[src/sv/pid_bitmap_allocator_macros.svh]
// ----------------------------------------------------------------------------
// PID bitmap allocator assertion macros
// Same-cycle implication and next-cycle property checks, empty in synthesis.
// ----------------------------------------------------------------------------
`ifndef PID_BITMAP_ALLOCATOR_MACROS_SVH
`define PID_BITMAP_ALLOCATOR_MACROS_SVH
`ifndef SYNTHESIS
`define PBA_ASSERT_IMPL(label, ante, cons) \
  label: assert property (@(posedge clk) disable iff (rst) (ante) |-> (cons)) \
    else $error("pid allocator check failed");
`define PBA_ASSERT_NEXT(label, ante, cons) \
  label: assert property (@(posedge clk) disable iff (rst) (ante) |=> (cons)) \
    else $error("pid allocator check failed");
`else
`define PBA_ASSERT_IMPL(label, ante, cons)
`define PBA_ASSERT_NEXT(label, ante, cons)
`endif
`endif

[src/sv/pba_pkg.sv]
// ----------------------------------------------------------------------------
// PID bitmap allocator package
// Field widths, codes, controller states and controller/datapath signal groups.
// ----------------------------------------------------------------------------
package pba_pkg;

  localparam int ID_W = 16;
  localparam int XW = ID_W + 1;
  localparam int CFG_IDX_W = 8;

  localparam logic [ID_W-1:0] RESET_MIN_ID = 16'd300;
  localparam logic [ID_W-1:0] RESET_MAX_ID = 16'd5000;

  localparam logic [CFG_IDX_W-1:0] REG_MIN_ID = 8'd0;
  localparam logic [CFG_IDX_W-1:0] REG_MAX_ID = 8'd1;

  localparam logic FUNC_ALLOC = 1'b0;
  localparam logic FUNC_RELEASE = 1'b1;

  localparam logic [1:0] STATUS_ALLOCATED = 2'd0;
  localparam logic [1:0] STATUS_FULL = 2'd1;
  localparam logic [1:0] STATUS_RELEASED = 2'd2;
  localparam logic [1:0] STATUS_IGNORED = 2'd3;

  typedef enum logic [2:0] {
    ST_CLEAR,
    ST_IDLE,
    ST_SETUP,
    ST_SCAN,
    ST_FINISH
  } state_t;

  typedef struct packed {
    logic clr_en;
    logic load;
    logic setup;
    logic scan_en;
    logic fin_en;
  } ctrl_cmd_t;

  typedef struct packed {
    logic clr_last;
    logic hit;
    logic exhausted;
    logic out_free;
  } ctrl_sts_t;

endpackage

[src/sv/pba_ctrl.sv]
// ----------------------------------------------------------------------------
// PID bitmap allocator controller
// Sequences the clearing pass, request setup, word scan and result write-back.
// ----------------------------------------------------------------------------
module pba_ctrl
  import pba_pkg::*;
(
  input  logic      clk,
  input  logic      rst,
  input  logic      in_valid,
  output logic      in_ready,
  input  ctrl_sts_t sts,
  output ctrl_cmd_t cmd
);

  state_t state;
  state_t state_next;

  always_ff @(posedge clk) begin
    if (rst) begin
      state <= ST_CLEAR;
    end else begin
      state <= state_next;
    end
  end

  always_comb begin
    state_next = state;
    case (state)
      ST_CLEAR: begin
        if (sts.clr_last) state_next = ST_IDLE;
      end
      ST_IDLE: begin
        if (in_valid) state_next = ST_SETUP;
      end
      ST_SETUP: begin
        state_next = ST_SCAN;
      end
      ST_SCAN: begin
        if (sts.hit || sts.exhausted) state_next = ST_FINISH;
      end
      ST_FINISH: begin
        if (sts.out_free) state_next = ST_IDLE;
      end
      default: begin
        state_next = ST_CLEAR;
      end
    endcase
  end

  always_comb begin
    cmd = '0;
    in_ready = 1'b0;
    case (state)
      ST_CLEAR: begin
        cmd.clr_en = 1'b1;
      end
      ST_IDLE: begin
        in_ready = 1'b1;
        cmd.load = in_valid;
      end
      ST_SETUP: begin
        cmd.setup = 1'b1;
      end
      ST_SCAN: begin
        cmd.scan_en = 1'b1;
      end
      ST_FINISH: begin
        cmd.fin_en = sts.out_free;
      end
      default: begin
        cmd = '0;
      end
    endcase
  end

endmodule

[config.mk]
export PLATFORM = sky130hd
export DESIGN_NAME = pba_ctrl
export DESIGN_NICKNAME = d
export VERILOG_FILES = /design/src/sv/pid_bitmap_allocator_macros.svh /design/src/sv/pba_pkg.sv /design/src/sv/pba_ctrl.sv
export SDC_FILE = /design/constraint.sdc
export NUM_CORES = 1
export LEC_CHECK = 0
export ABC_AREA = 1
export BUFFER_PORTS_ARGS = -buffer_cell sky130_fd_sc_hd__buf_4
export CAP_MARGIN = 15
export CORE_AREA = 3 3 40 42
export DETAILED_ROUTE_END_ITERATION = 8
export DIE_AREA = 0 0 43 45
export SETUP_SLACK_MARGIN = 0.4
export SLEW_MARGIN = 20
export SYNTH_ARGS = -nofsm -noshare
export SYNTH_HDL_FRONTEND = slang
export SYNTH_SLANG_ARGS = --single-unit
[constraint.sdc]
create_clock -name clk -period 2.55 [get_ports clk]
set_clock_uncertainty 0.2 [all_clocks]
set_input_delay 0.255 -clock clk [delete_from_list [all_inputs] [get_ports clk]]
set_output_delay 0.255 -clock clk [all_outputs]
set_load 0.02 [all_outputs]
==> results_dict.tcl <==
set metrics [dict create \
    drc 0 \
    worst_setup_path_start_kind "register" \
    grt_max_degree 9 \
    drive_above_1_share_pct 30.0 \
    cts_buffers 3 \
    synth_edf_count 0 \
    worstSkewPairLatency_ns 0.24 \
    vias 287 \
    io_buffer_count 12 \
    max-cap-violations 0 \
    grt_antenna_before_repair 0 \
    dieArea_um2 1940 \
    root_buffer "clkbuf_4" \
    hold_depth 4 \
    setup_viol 0 \
    ys_types 10 \
    post-dp-hpwl_um 455 \
    syn_area_um2 244 \
    fmax_mhz 607 \
    chipWidth_um 43 \
    layout.nets 68 \
    path_clk_slew_ns 0.04 \
    critical_path.endpoint_type "output port" \
    ys_ff_latch 3 \
    slew_viol_final 0 \
    p_seq_share_pct 22.6 \
    ir_worst_vdd_v 0.000368 \
    cts.sinks 3 \
    finalCoreUtilization_pct 28.6 \
    ys.flop_type "dfxtp_1" \
    power_frac_comb_pct 57.9 \
    cts_setup_buffers 0 \
    diodes 0 \
    cts_resized 0 \
    syn_avg_cell_area_um2 5.42 \
    ys_top_cells_by_area "dfxtp_1, nand2_1, nor2_1" \
    drtIter0Drc 4 \
    grt_setup_unrepaired "no" \
    finalSetupTns_ns 0 \
    p_sw_w 0.000217 \
    cts-htree-levels 1 \
    cp.arrival_ns 1.19 \
    drt_wl_total_um 584 \
    reg2regPathDepth 7 \
    rows 13 \
    r2r-end "state[1]" \
    relSlewSlack_pct 84.3 \
    yosysTopAreaCell "dfxtp_1" \
    power.density_nw_per_um2 1210 \
    async_reset_ff_share_pct 0 \
    die_h_um 45 \
    first_pass_iters 2 \
    antenna_left 0 \
    final_hold_viol_count 0 \
    pwr-share-clk_pct 19.5 \
    avgViaCountPerCell 3.83 \
    yosysTopAreaCellShare_pct 24.6 \
    cts_tree "yes" \
    worstPathMaxFanout 6 \
    grt_pass1_vias 244 \
    initial_core_util_pct 19.0 \
    status "complete, no violations" \
    min_period_ns 1.65 \
    gp_congestion 0.723 \
    power.share.switching_pct 48.6 \
    grt.overflow.total 0 \
    cp_slowest_cell "dfxtp_1" \
    max_slew.worst_pin.slew_ns 0.234 \
    slowest_delay_ns 0.41 \
    ys_warn_count 0 \
    largest_reg_flops 3 \
    areaGrowthSynthToFinish_pct 50.8 \
    fp.coreArea_um2 1280 \
    io_pins 13 \
    holdBufCountCts 0 \
    fin_crit_sh_pct 64.6 \
    reg2reg_from "state[0]" \
    holdPathEnd "state[0]" \
    regMostFlops "state" \
    yosysSeqAreaShare_pct 24.6 \
    post-synth-top-count-cell "nand2_1" \
    reg_top3 "state (3)" \
    min_from "rst" \
    intPower_w 0.000229 \
    synth_common_cells "nand2_1, nor2_1, inv_1" \
    worstSetupPathType "register to output port" \
    syn_inst 45 \
    critPathRequiredTime_ns 2.10 \
    grt_pass1_wl_um 993 \
    grt_usage_pct 7.66 \
    hold_class "primary input to register" \
    total_power_w 0.000446 \
    clk_path_buf_depth 2 \
    path_cells "inv_1 -> nor4_1 -> buf_4" \
    leakagePower_nw 0.224 \
    syn-num-nets 52 \
    wire_per_inst_um 7.79 \
    rrSetupSlack_ns 1.14 \
]
## logic make-up after synthesis
family        after synthesis  synth area share [%]
buf+inv                    11                  20.0
flops                       3                  24.6
simple gates               31                  55.4
## area by class of cell
class | count | area, µm²
well taps | 15 | 18.8
fillers | 152 | 917
flip-flops and latches | 3 | 60.1
multi-input cells | 31 | 135
clock buffers | 4 | 26.3
repair buffers | 12 | 90.1
inverters | 10 | 37.5
## stage by stage
step	instance area [µm²]	setup WS, ns	hold slack, ns	std cells
2_1_floorplan	244	0.923	0.222	45
3_3_place_gp	342	1.17	0.326	71
3_5_place_dp	342	1.15	0.327	71
4_1_cts	368	0.898	0.0711	75
5_1_grt	368	0.852	0.0924	75
6_report	368	0.903	0.0693	75
## worst max-delay path: cells and delay by family, from the launching register on
family,cells,cell delay (ns)
buf+inv,2,0.30
flops,1,0.41
simple gates,1,0.24
## power groups by stage
stage / registers, W / clock network, W / logic, W
floorplan: 0.0000862 / 0 / 0.000204
global placement: 0.0000996 / 0 / 0.000261
detailed placement: 0.000101 / 0 / 0.000260
CTS: 0.000101 / 0.0000902 / 0.000262
global route: 0.000106 / 0.0000938 / 0.000293
finish: 0.000101 / 0.0000870 / 0.000258
## layer usage
| metal | vias up | share of wire, % | track usage (%) |
|---|---|---|---|
| met5 | - | 0 | 0 |
| met2 | 8 | 45 | 10.2 |
| li1 | 160 | - | - |
| met4 | 0 | 0.68 | 5.42 |
| met3 | 2 | 7.2 | 5.98 |
| met1 | 117 | 47 | 8.19 |
## how the worst max path moves through the flow
stage                    end      from  depth (start not counted)
floorplan             cmd[0]  state[2]                          2
global placement    state[1]  state[0]                          7
detailed placement  state[1]  state[1]                          7
CTS                   cmd[0]  state[2]                          3
global route          cmd[0]  state[2]                          3
finish                cmd[0]  state[2]                          3
## cell usage in the layout, fill, tap and decap left out
master / instances
inv_1: 10
nor2_1: 11
clkbuf_4: 3
clkbuf_1: 1
nand3_1: 3
nor3_1: 1
nor2_2: 2
nand3_2: 1
dfxtp_1: 3
nand2_1: 12
buf_4: 12
nor4_1: 1
No activity file was read; power rests on OpenSTA's default activity.
